### src/qnmr_pkg.sv
// Shared types and constants for the quantized neuron MAC/requantize block.
// Used by qnmr_alu, qnmr_ctrl and quantized_neuron_mac_requant; no dependencies.
package qnmr_pkg;

  localparam int unsigned DataW = 32;
  localparam int unsigned ShiftW = 5;
  localparam int unsigned ElemW = 8;
  localparam int unsigned AddrW = 4;

  // Register indexes (byte address = 4 * index)
  localparam logic [1:0] RegZeroPoint = 2'd0;
  localparam logic [1:0] RegScale     = 2'd1;
  localparam logic [1:0] RegShift     = 2'd2;

  typedef enum logic [2:0] {
    ST_IDLE,
    ST_MAC,
    ST_BIAS,
    ST_SCALE,
    ST_SHIFT
  } qnmr_state_e;

  typedef enum logic {
    ALU_MULADD,
    ALU_ASR
  } qnmr_op_e;

  typedef enum logic [1:0] {
    SRC_MAC,
    SRC_BIAS,
    SRC_SCALE,
    SRC_SHIFT
  } qnmr_src_e;

  typedef struct packed {
    logic      in_ready;
    qnmr_op_e  op;
    qnmr_src_e src;
    logic      acc_we;
    logic      acc_clr;
    logic      work_we;
    logic      out_we;
  } qnmr_ctrl_t;

endpackage

### src/qnmr_alu.sv
// Shared arithmetic unit: 32-bit wrapping multiply-add or arithmetic right shift.
// Depends on qnmr_pkg.
module qnmr_alu (
  input  qnmr_pkg::qnmr_op_e                  op_i,
  input  logic [qnmr_pkg::DataW-1:0]          a_i,
  input  logic [qnmr_pkg::DataW-1:0]          b_i,
  input  logic [qnmr_pkg::DataW-1:0]          c_i,
  input  logic [qnmr_pkg::ShiftW-1:0]         shamt_i,
  output logic [qnmr_pkg::DataW-1:0]          y_o
);
  import qnmr_pkg::*;

  logic [DataW-1:0] prod;
  logic [DataW-1:0] shifted;

  // Low word of the product is the same for signed and unsigned operands
  assign prod    = a_i * b_i;
  assign shifted = DataW'($signed(a_i) >>> shamt_i);

  // Select the operation result
  always_comb begin
    unique case (op_i)
      ALU_MULADD: y_o = prod + c_i;
      ALU_ASR:    y_o = shifted;
      default:    y_o = prod + c_i;
    endcase
  end

endmodule

### src/qnmr_ctrl.sv
// Sequencer that steps the shared ALU through MAC, bias, scale and shift.
// Depends on qnmr_pkg.
module qnmr_ctrl (
  input  logic                  clk_i,
  input  logic                  rst_ni,
  input  logic                  in_valid_i,
  input  logic                  last_i,
  input  logic                  out_busy_i,
  output qnmr_pkg::qnmr_state_e state_o,
  output qnmr_pkg::qnmr_ctrl_t  ctrl_o
);
  import qnmr_pkg::*;

  qnmr_state_e state_q, state_d;

  // State register
  always_ff @(posedge clk_i or negedge rst_ni) begin
    if (!rst_ni) begin
      state_q <= ST_IDLE;
    end else begin
      state_q <= state_d;
    end
  end

  // Next state and step controls
  always_comb begin
    state_d         = state_q;
    ctrl_o          = '0;
    ctrl_o.op       = ALU_MULADD;
    ctrl_o.src      = SRC_MAC;
    unique case (state_q)
      ST_IDLE: begin
        ctrl_o.in_ready = 1'b1;
        if (in_valid_i) state_d = ST_MAC;
      end
      ST_MAC: begin
        ctrl_o.acc_we = 1'b1;
        state_d = last_i ? ST_BIAS : ST_IDLE;
      end
      ST_BIAS: begin
        ctrl_o.src     = SRC_BIAS;
        ctrl_o.work_we = 1'b1;
        ctrl_o.acc_clr = 1'b1;
        state_d = ST_SCALE;
      end
      ST_SCALE: begin
        ctrl_o.src     = SRC_SCALE;
        ctrl_o.work_we = 1'b1;
        state_d = ST_SHIFT;
      end
      ST_SHIFT: begin
        ctrl_o.src = SRC_SHIFT;
        ctrl_o.op  = ALU_ASR;
        // Hold until the output register is free
        if (!out_busy_i) begin
          ctrl_o.out_we = 1'b1;
          state_d = ST_IDLE;
        end
      end
      default: state_d = ST_IDLE;
    endcase
  end

  assign state_o = state_q;

endmodule

### src/quantized_neuron_mac_requant.sv
// Quantized neuron MAC with requantize: one shared multiply-add/shift unit under a sequencer.
// Steps: accept, MAC for a non-last transaction; accept, MAC, bias add, scale multiply,
// shift for a last one, all on the single shared ALU. No new transaction is accepted
// until the steps are done; the shift step holds while the output register is full.
// Reset (rst_ni, async active low): accumulator 0, zero point 0, scale 1, shift 0, no output.
// Depends on qnmr_pkg, qnmr_alu and qnmr_ctrl.
module quantized_neuron_mac_requant (
  input  logic                             clk_i,
  input  logic                             rst_ni,
  // Input channel
  input  logic                             in_valid_i,
  output logic                             in_ready_o,
  input  logic [qnmr_pkg::ElemW-1:0]       activation_i,
  input  logic [qnmr_pkg::ElemW-1:0]       weight_i,
  input  logic signed [qnmr_pkg::DataW-1:0] bias_i,
  input  logic                             last_item_i,
  // Output channel
  output logic                             out_valid_o,
  input  logic                             out_ready_i,
  output logic signed [qnmr_pkg::DataW-1:0] neuron_value_o,
  // Configuration port
  input  logic                             psel,
  input  logic                             penable,
  input  logic                             pwrite,
  input  logic [qnmr_pkg::AddrW-1:0]       paddr,
  input  logic [qnmr_pkg::DataW-1:0]       pwdata,
  output logic [qnmr_pkg::DataW-1:0]       prdata,
  output logic                             pready
);
  import qnmr_pkg::*;

  qnmr_state_e state;
  qnmr_ctrl_t  ctrl;

  logic [ElemW-1:0]  zp_q;
  logic [DataW-1:0]  scale_q;
  logic [ShiftW-1:0] shift_q;

  logic [ElemW-1:0]  act_q;
  logic [ElemW:0]    diff_q;
  logic [DataW-1:0]  bias_q;
  logic              last_q;
  logic [DataW-1:0]  acc_q;
  logic [DataW-1:0]  work_q;
  logic [DataW-1:0]  out_q;
  logic              out_valid_q;

  logic [DataW-1:0]  alu_a, alu_b, alu_c, alu_y;
  logic              in_fire;
  logic              cfg_wr;
  logic [1:0]        cfg_idx;

  assign pready  = 1'b1;
  assign cfg_wr  = psel && penable && pwrite;
  assign cfg_idx = paddr[AddrW-1:2];

  // Configuration registers
  always_ff @(posedge clk_i or negedge rst_ni) begin
    if (!rst_ni) begin
      zp_q    <= '0;
      scale_q <= DataW'(1);
      shift_q <= '0;
    end else if (cfg_wr) begin
      if (cfg_idx == RegZeroPoint) zp_q    <= pwdata[ElemW-1:0];
      if (cfg_idx == RegScale)     scale_q <= pwdata;
      if (cfg_idx == RegShift)     shift_q <= pwdata[ShiftW-1:0];
    end
  end

  // Register readback
  always_comb begin
    prdata = '0;
    if (cfg_idx == RegZeroPoint) prdata = DataW'(zp_q);
    if (cfg_idx == RegScale)     prdata = scale_q;
    if (cfg_idx == RegShift)     prdata = DataW'(shift_q);
  end

  qnmr_ctrl u_ctrl (
    .clk_i      (clk_i),
    .rst_ni     (rst_ni),
    .in_valid_i (in_valid_i),
    .last_i     (last_q),
    .out_busy_i (out_valid_q && !out_ready_i),
    .state_o    (state),
    .ctrl_o     (ctrl)
  );

  assign in_ready_o = ctrl.in_ready;
  assign in_fire    = in_valid_i && ctrl.in_ready;

  // Capture the transaction; weight minus zero point fits in 9 signed bits
  always_ff @(posedge clk_i) begin
    if (in_fire) begin
      act_q  <= activation_i;
      diff_q <= {1'b0, weight_i} - {1'b0, zp_q};
      bias_q <= bias_i;
      last_q <= last_item_i;
    end
  end

  // Route operands to the shared unit for the current step
  always_comb begin
    unique case (ctrl.src)
      SRC_MAC: begin
        alu_a = DataW'(act_q);
        alu_b = {{(DataW-ElemW-1){diff_q[ElemW]}}, diff_q};
        alu_c = acc_q;
      end
      SRC_BIAS: begin
        alu_a = acc_q;
        alu_b = DataW'(1);
        alu_c = bias_q;
      end
      SRC_SCALE: begin
        alu_a = work_q;
        alu_b = scale_q;
        alu_c = '0;
      end
      SRC_SHIFT: begin
        alu_a = work_q;
        alu_b = '0;
        alu_c = '0;
      end
      default: begin
        alu_a = '0;
        alu_b = '0;
        alu_c = '0;
      end
    endcase
  end

  qnmr_alu u_alu (
    .op_i    (ctrl.op),
    .a_i     (alu_a),
    .b_i     (alu_b),
    .c_i     (alu_c),
    .shamt_i (shift_q),
    .y_o     (alu_y)
  );

  // Accumulator: add each product, clear once the bias step has read it
  always_ff @(posedge clk_i or negedge rst_ni) begin
    if (!rst_ni) begin
      acc_q <= '0;
    end else if (ctrl.acc_clr) begin
      acc_q <= '0;
    end else if (ctrl.acc_we) begin
      acc_q <= alu_y;
    end
  end

  // Working value for the requantize steps
  always_ff @(posedge clk_i) begin
    if (ctrl.work_we) work_q <= alu_y;
  end

  // Output register
  always_ff @(posedge clk_i or negedge rst_ni) begin
    if (!rst_ni) begin
      out_valid_q <= 1'b0;
    end else if (ctrl.out_we) begin
      out_valid_q <= 1'b1;
    end else if (out_ready_i) begin
      out_valid_q <= 1'b0;
    end
  end

  always_ff @(posedge clk_i) begin
    if (ctrl.out_we) out_q <= alu_y;
  end

  assign out_valid_o    = out_valid_q;
  assign neuron_value_o = out_q;

  // A result appears only at the end of the shift step
  a_out_from_shift: assert property (@(posedge clk_i) disable iff (!rst_ni)
    $rose(out_valid_q) |-> $past(state == ST_SHIFT))
    else $error("result produced outside the shift step");

  // The accumulator is empty once a result has been loaded
  a_acc_cleared: assert property (@(posedge clk_i) disable iff (!rst_ni)
    ctrl.out_we |=> (acc_q == '0))
    else $error("accumulator not cleared after result");

  // A last transaction always walks MAC, bias, scale in consecutive cycles
  a_seq_order: assert property (@(posedge clk_i) disable iff (!rst_ni)
    (state == ST_MAC && last_q) |=> (state == ST_BIAS) ##1 (state == ST_SCALE))
    else $error("requantize sequence out of order");

endmodule
### config.mk
export PLATFORM = sky130hd
export DESIGN_NAME = quantized_neuron_mac_requant
export DESIGN_NICKNAME = d
export VERILOG_FILES = /design/src/qnmr_pkg.sv /design/src/qnmr_alu.sv /design/src/qnmr_ctrl.sv /design/src/quantized_neuron_mac_requant.sv
export SDC_FILE = /design/constraint.sdc
export NUM_CORES = 2
export LEC_CHECK = 0
export ABC_AREA = 1
export BUFFER_PORTS_ARGS = -buffer_cell sky130_fd_sc_hd__buf_4
export CORE_AREA = 2 2 216 218
export DETAILED_ROUTE_END_ITERATION = 6
export DIE_AREA = 0 0 218 220
export GPL_TIMING_DRIVEN = 0
export HOLD_SLACK_MARGIN = 0.02
export PLACE_DENSITY = 0.79
export SLEW_MARGIN = 20
export SYNTH_ARGS = -nofsm -noshare
export SYNTH_HDL_FRONTEND = slang
export SYNTH_SLANG_ARGS = --single-unit
### constraint.sdc
create_clock -name clk_i -period 10.59 [get_ports clk_i]
set_input_delay 0 -clock clk_i [delete_from_list [all_inputs] [get_ports clk_i]]
set_output_delay 0 -clock clk_i [all_outputs]
set_load 0.02 [all_outputs]
## Word level (Yosys, flattened, before mapping)

Index checks and enable logic that the tools add are counted.

- Eq/ne operators: 11
- Add/subtract/negate cells: 2
- Multipliers: 1
- Muxes and demuxes: 23
- Shifts and indexed selects: 1
- Bitwise logic cells: 1
- Reductions and logical operators: 16

Operators with widths:

| kind | count |
|---|---|
| one-hot mux 32 bit (3 select lines) | 2 |
| 2-to-1 mux 32 bit | 4 |
| one-hot mux 32 bit (4 select lines) | 1 |
| one-hot mux 32 bit (2 select lines) | 1 |
| adder 32 bit | 1 |
| multiplier 32 x 32 -> 32 bit | 1 |
| >>> shifter 32 x 5 -> 32 bit | 1 |
| one-hot mux 3 bit (5 select lines) | 1 |
| 2-to-1 mux 1 bit | 9 |
| subtractor 8 x 8 -> 9 bit | 1 |
| 2-to-1 mux 8 bit | 1 |
| AND reduction 2 bit | 4 |
| == test 2 bit (second input constant) | 3 |
| == test 3 x 2 -> 1 bit (second input constant) | 2 |
| 2-to-1 mux 3 bit | 2 |
| one-hot mux 2 bit (3 select lines) | 1 |
| == test 2 x 1 -> 1 bit (second input constant) | 2 |
| logical AND 1 bit | 4 |
| logical NOT 2 bit | 2 |
| inequality test 2 bit (second input constant) | 2 |
| nonzero test 2 bit | 2 |
| OR reduction 2 bit | 2 |
| == test 3 x 1 -> 1 bit (second input constant) | 1 |
| == test 3 bit (second input constant) | 1 |
| 4 further kinds | 4 |

- Bits in registers: 195
- Word-level logic and storage cells: 67
- Output and inout port bits: 67
- Input port bits: 92

## Logic depth before layout (Yosys ltp)

- Depth in word-level cells: 10
- Depth in mapped cells: 42
- Gate-level depth less buffers: 39

## Modules after synthesis

A second synthesis with hierarchy kept.

- Cells, all modules: 3621
- Area total of the unflattened synthesis: 27938.0 sq um

Modules (own cells, without submodules):

| module | times used | sequential area each (sq um) | cells an instance | area an instance (sq um) |
|---|---|---|---|---|
| qnmr_alu | 1 | 0.0 | 2822 | 19627.6 |
| quantized_neuron_mac_requant | 1 | 5376.4 | 772 | 8126.5 |
| qnmr_ctrl | 1 | 75.1 | 27 | 183.9 |

## Worst setup path before layout

OpenSTA, ideal clock, no wires.

- Path kind: reg-to-reg
- Start point: register u_ctrl.state_q[2], in the netlist u_ctrl.state_o[2]
- End point: register out_q[31], in the netlist neuron_value_o[31] (data pin)
- Path buffers: 4
- Setup time: 0.258 ns
- Arrival: 7.536 ns
- Cell stages (with the launch flop): 37
- Slack: 2.796 ns
- Clock period less this slack: 7.794 ns
- Data required time: 10.332 ns
- Path through: dfrtp_1 buf_6 nor2_8 nand2_4 nand2_4 buf_8 nand2_1 o21ai_2 buf_4 inv_1 clkbuf_1 nor2_1 fa_1 fa_1 fa_1 inv_1 fa_1 inv_1 fa_1 inv_1 fa_1 inv_1 fa_1 inv_1 fa_1 inv_1 ha_1 nand2_1 inv_1 nand2_1 o21ai_1 a21oi_1 o21ai_1 a21boi_0 nand3_1 nand3_1 and2_1

- Longest elaborated chain between the ends: 8
- Elaborated cells between the ends (all ways): 18
- Those cells by class: add/sub (1); mul (1); eq/ne (6); shift (1); mux (6); bitwise (1); reduce/logical (2)

RTL lines:

| item | RTL line | RTL |
|---|---|---|
| start, declared | qnmr_ctrl.sv:14 | `qnmr_state_e state_q, state_d;` |
| start signal, assigned | qnmr_ctrl.sv:21 | `state_q <= state_d;` |
| == test 3 bit / == test 3 x 2 -> 1 bit (equally long branches) | qnmr_ctrl.sv:31 | `unique case (state_q)` |
| one-hot mux 2 bit (3 select lines) | qnmr_ctrl.sv:31 |  |
| == test 2 bit | quantized_neuron_mac_requant.sv:103 | `unique case (ctrl.src)` |
| OR reduction 2 bit (no source line) | -- |  |
| one-hot mux 32 bit (3 select lines) | quantized_neuron_mac_requant.sv:103 |  |
| multiplier 32 x 32 -> 32 bit | qnmr_alu.sv:17 | `assign prod = a_i * b_i;` |
| adder 32 bit | qnmr_alu.sv:23 | `ALU_MULADD: y_o = prod + c_i;` |
| one-hot mux 32 bit (2 select lines) (*) | qnmr_alu.sv:22 | `unique case (op_i)` |
| named net alu_y[31] | quantized_neuron_mac_requant.sv:48 | `logic [DataW-1:0] alu_a, alu_b, alu_c, alu_y;` |
| end signal, assigned | quantized_neuron_mac_requant.sv:169 | `if (ctrl.out_we) out_q <= alu_y;` |
| end, declared | quantized_neuron_mac_requant.sv:45 | `logic [DataW-1:0] out_q;` |

Mark *: on every way through the listed nets, which the timed path passes. The rest lies on a longest branch.
A chain may end at the register's enable or synchronous reset.

## Worst setup path in the final report

- Start point: register u_ctrl.state_q[2], in the netlist u_ctrl.state_o[2]
- End point: register work_q[31] (data pin)

- Longest elaborated chain between the ends: 8
- Elaborated cells between the ends (all ways): 18
- Those cells by class: add/sub (1); mul (1); eq/ne (6); shift (1); mux (6); bitwise (1); reduce/logical (2)

RTL lines:

| item | RTL line | RTL |
|---|---|---|
| == test 3 bit / == test 3 x 2 -> 1 bit (equally long branches) | qnmr_ctrl.sv:31 |  |
| one-hot mux 2 bit (3 select lines) | qnmr_ctrl.sv:31 |  |
| == test 2 bit | quantized_neuron_mac_requant.sv:103 |  |
| OR reduction 2 bit (no source line) | -- |  |
| one-hot mux 32 bit (3 select lines) | quantized_neuron_mac_requant.sv:103 |  |
| multiplier 32 x 32 -> 32 bit | qnmr_alu.sv:17 |  |
| adder 32 bit | qnmr_alu.sv:23 |  |
| one-hot mux 32 bit (2 select lines) (*) | qnmr_alu.sv:22 |  |
| named net alu_y[31] | quantized_neuron_mac_requant.sv:48 |  |
| end signal, assigned | quantized_neuron_mac_requant.sv:154 | `if (ctrl.work_we) work_q <= alu_y;` |
| end, declared | quantized_neuron_mac_requant.sv:44 | `logic [DataW-1:0] work_q;` |

Marked as above.

==> results.md <==
- Crit path buf inv count: 10
- Post-synth top area cell: fa_1
- Seq cells post-synth: 195
- Worst skew pair latency: 0.50 ns
- Final core utilization: about two thirds
- Num CTS Buffers: 17
- Port Buffers: 155
- Wire per inst: 22.6 um
- Reg2reg end: work_q[31]
- Worst path max stage delay: approximately 0.88 ns
- Post-synth EDFFs: 114
- Initial antenna violation count: 2
- Max Fclk: 0.0975 GHz
- FFs w/ async S/R, synth: 41.5%
- CTS tree: done
- DR vias/cell: between 5 and 6
- Clock Tree Buf Depth: 2
- Vias: 24,000
- Post-route clock skew: 0.0254 ns
- RSZ-0062 raised after global routing: no
- Crit-path slowest cell: clkdlybuf4s15_1
- Area share of the largest cell type after synthesis: 32.3%
- Mapped Cells: 3,350
- Most frequent CP cell: fa_1
- Setup Buffers After CTS: 0
- Largest net degree at the start of global routing: between 80 and 90
- Maxcap violations: 0
- Outcome: completed
- Die height: 220 um
- Iter 0 DRT Violations: 2,747
- DP Worst Slack: 0.231 ns
- Worst-margin pin slew: ~1.1 ns
- Final Hold Violating Endpoints: 0
- Final setup viols: 0
- Final Critical Period: around 10 ns
- Crit path required time: between 10 and 15 ns
- DRC Markers: 0
- Mapped Avg Cell Area: ~8.1 um^2
- Net count, final: 4,274
- Pre-antenna DRT Iters: 6
- Vias in the first global route: approximately 24,000
- Number of core rows: 79
- Crit Path Category: flop to flop
- CP max FO: 10
- Post-DRT Antenna Nets: 0
- Final WS setup: between 0.3 and 0.4 ns
- Hold Crit Start: weight_i[3]
- Die area: 0.0480 mm^2
- Worst-path clk slew: around 0.08 ns
- Die W: approximately 220 um
- Hold path depth: 3
- Crit path capture type: flop
- Yosys warning count: 0
- RePlAce Congestion: approximately 1.0
- Root Driver: clkbuf_16
- Fin. max-slew vios: 0
- Reg2Reg Setup Slack: ~0.34 ns
- Synth cell types: 62
- Sequential fraction of the synthesis area: 20.1%
- WP data arrival: 10.60 ns
- Hold Path End: diff_q[3]
- I/O Pins: ~160
- H-tree depth: 4
- Initial Utilization: 59.3%
- Area Growth Syn to Fin: 12.8%
- First-pass GRT wire length: about 140,000 um
- Layout cell share with drive strength beyond 1: 8.72%
- Clock net sink count: 195
- Main synth FF type: edfxtp_1
- Final period utilization: 96.8%
- Total gr overflow: 0
- Syn nets: 4,013
- GRT Total Usage: 41.1%
- Worst R2R Start: u_ctrl.state_o[2]
- Slew HR: 23.8%
- Setup TNS: 0 ns
- Worst Hold Class: input port to flop
- Hpwl dp: 75,800 um
- CP Launch Type: flop
- Core footprint: around 0.046 mm^2
- Synthesized cell area: 0.0272 mm^2
- Synth area leaders: fa_1, edfxtp_1, inv_1, nand2_1, dfrtp_1
- Final WL: between 90,000 and 100,000 um
- R2R depth: 36
- CP top delay family: adder cells
cells in the final DEF, fill, tap and decap left out, types with 10 or more instances in the layout:
master	Yosys	routed
a22o_1	20	20
o21ai_0	155	155
dfrtp_1	80	80
xor2_1	17	17
inv_2	17	17
o211ai_1	11	11
buf_4	9	163
o21ai_1	38	38
clkbuf_16	0	17
buf_6	9	10
dlygate4sd3_1	0	83
a21oi_1	92	92
buf_1	16	16
nand2_1	782	782
fa_1	439	439
nand3_1	69	69
nor2_1	294	292
nand2_2	26	26
edfxtp_1	114	114
ha_1	132	132
clkbuf_1	76	69
xnor2_1	16	16
a22oi_1	28	28
nand2_4	11	11
buf_2	10	10
inv_1	782	782
layout make-up:
class / count / area (um^2)
multi-input combinational: 2227 / 18100
fill: 3857 / 15200
sequential: 195 / 5450
inverter: 808 / 3040
timing repair buffer: 241 / 2060
tap: 607 / 759
buffer: 121 / 599
clock buffer: 18 / 429
clock inverter: 14 / 175
antenna: 1 / 2.50
worst max-delay path by stage:
stage	startpoint	end	slack, ns	depth (start not counted)
finish	u_ctrl.state_o[2]	work_q[31]	0.34	36
global route	u_ctrl.state_o[2]	work_q[31]	0.06	36
global placement	u_ctrl.state_o[2]	neuron_value_o[31]	0.29	36
floorplan	u_ctrl.state_o[2]	neuron_value_o[31]	2.80	36
CTS	u_ctrl.state_o[2]	work_q[31]	0.20	36
detailed placement	u_ctrl.state_o[2]	neuron_value_o[31]	0.23	36
flip-flops by register name, indices dropped and copies added, names as in the netlist:
name and count:
acc_q 32, bias_q 32, neuron_value_o 32, scale_q 32
work_q 32, diff_q 9, act_q 8, zp_q 8
shift_q 5, u_ctrl.state_o 3, last_q 1, out_valid_o 1
layer usage:
| layer | global-route usage [%] | part of all wire, % | vias to the layer above |
|---|---|---|---|
| li1 | - | - | 10600 |
| met1 | 51.9 | 37 | 11700 |
| met2 | 62.8 | 44 | 1405 |
| met3 | 13.3 | 12 | 285 |
| met4 | 23.0 | 6.2 | 2 |
| met5 | 0 | 0.013 | - |
stage by stage:
step	hold slack, ns	cell area, um^2	instances
after global routing	0.0395	30700	4231
after detailed placement	0.179	29200	4115
after floorplan	-0.296	27200	3350
final	0.0291	30700	4232
after CTS	0.0201	30600	4230
after global placement	0.178	29100	4112
cell usage after synthesis (28+ instances only):
cell      number
nand2_1      782
nand3_1       69
nor2_1       294
a22oi_1       28
dfrtp_1       80
a21oi_1       92
edfxtp_1     114
o21ai_0      155
clkbuf_1      76
inv_1        782
ha_1         132
fa_1         439
o21ai_1       38
tightest hold or removal path, cell delays in order:
cell,delay [ns]
buf_4,0.09
ha_1,0.19
xor2_1,0.08
kinds of logic after synthesis:
logic type,count (synthesis),share of synthesized area [%]
AOI/OAI and AO/OA,393,8.50
xor gates and xnor gates,33,1.06
DFF,195,20.1
muxes,6,0.221
other,1,0.0138
and+or+nand+nor,1222,18.4
buffers and inverters,929,13.3
adders and majority gates,571,38.4
repair_timing:
| item | 4_1_cts | 5_1_grt |
|---|---|---|
| hold endpoints to repair | 180 | 0 |
| hold buffers | 83 | 0 |
| resized for setup | 0 | 6 |
| setup endpoints to repair | 0 | 15 |
Power is not shown: default switching activity piles up to over one toggle a cycle in this logic, so the estimate is an artifact.
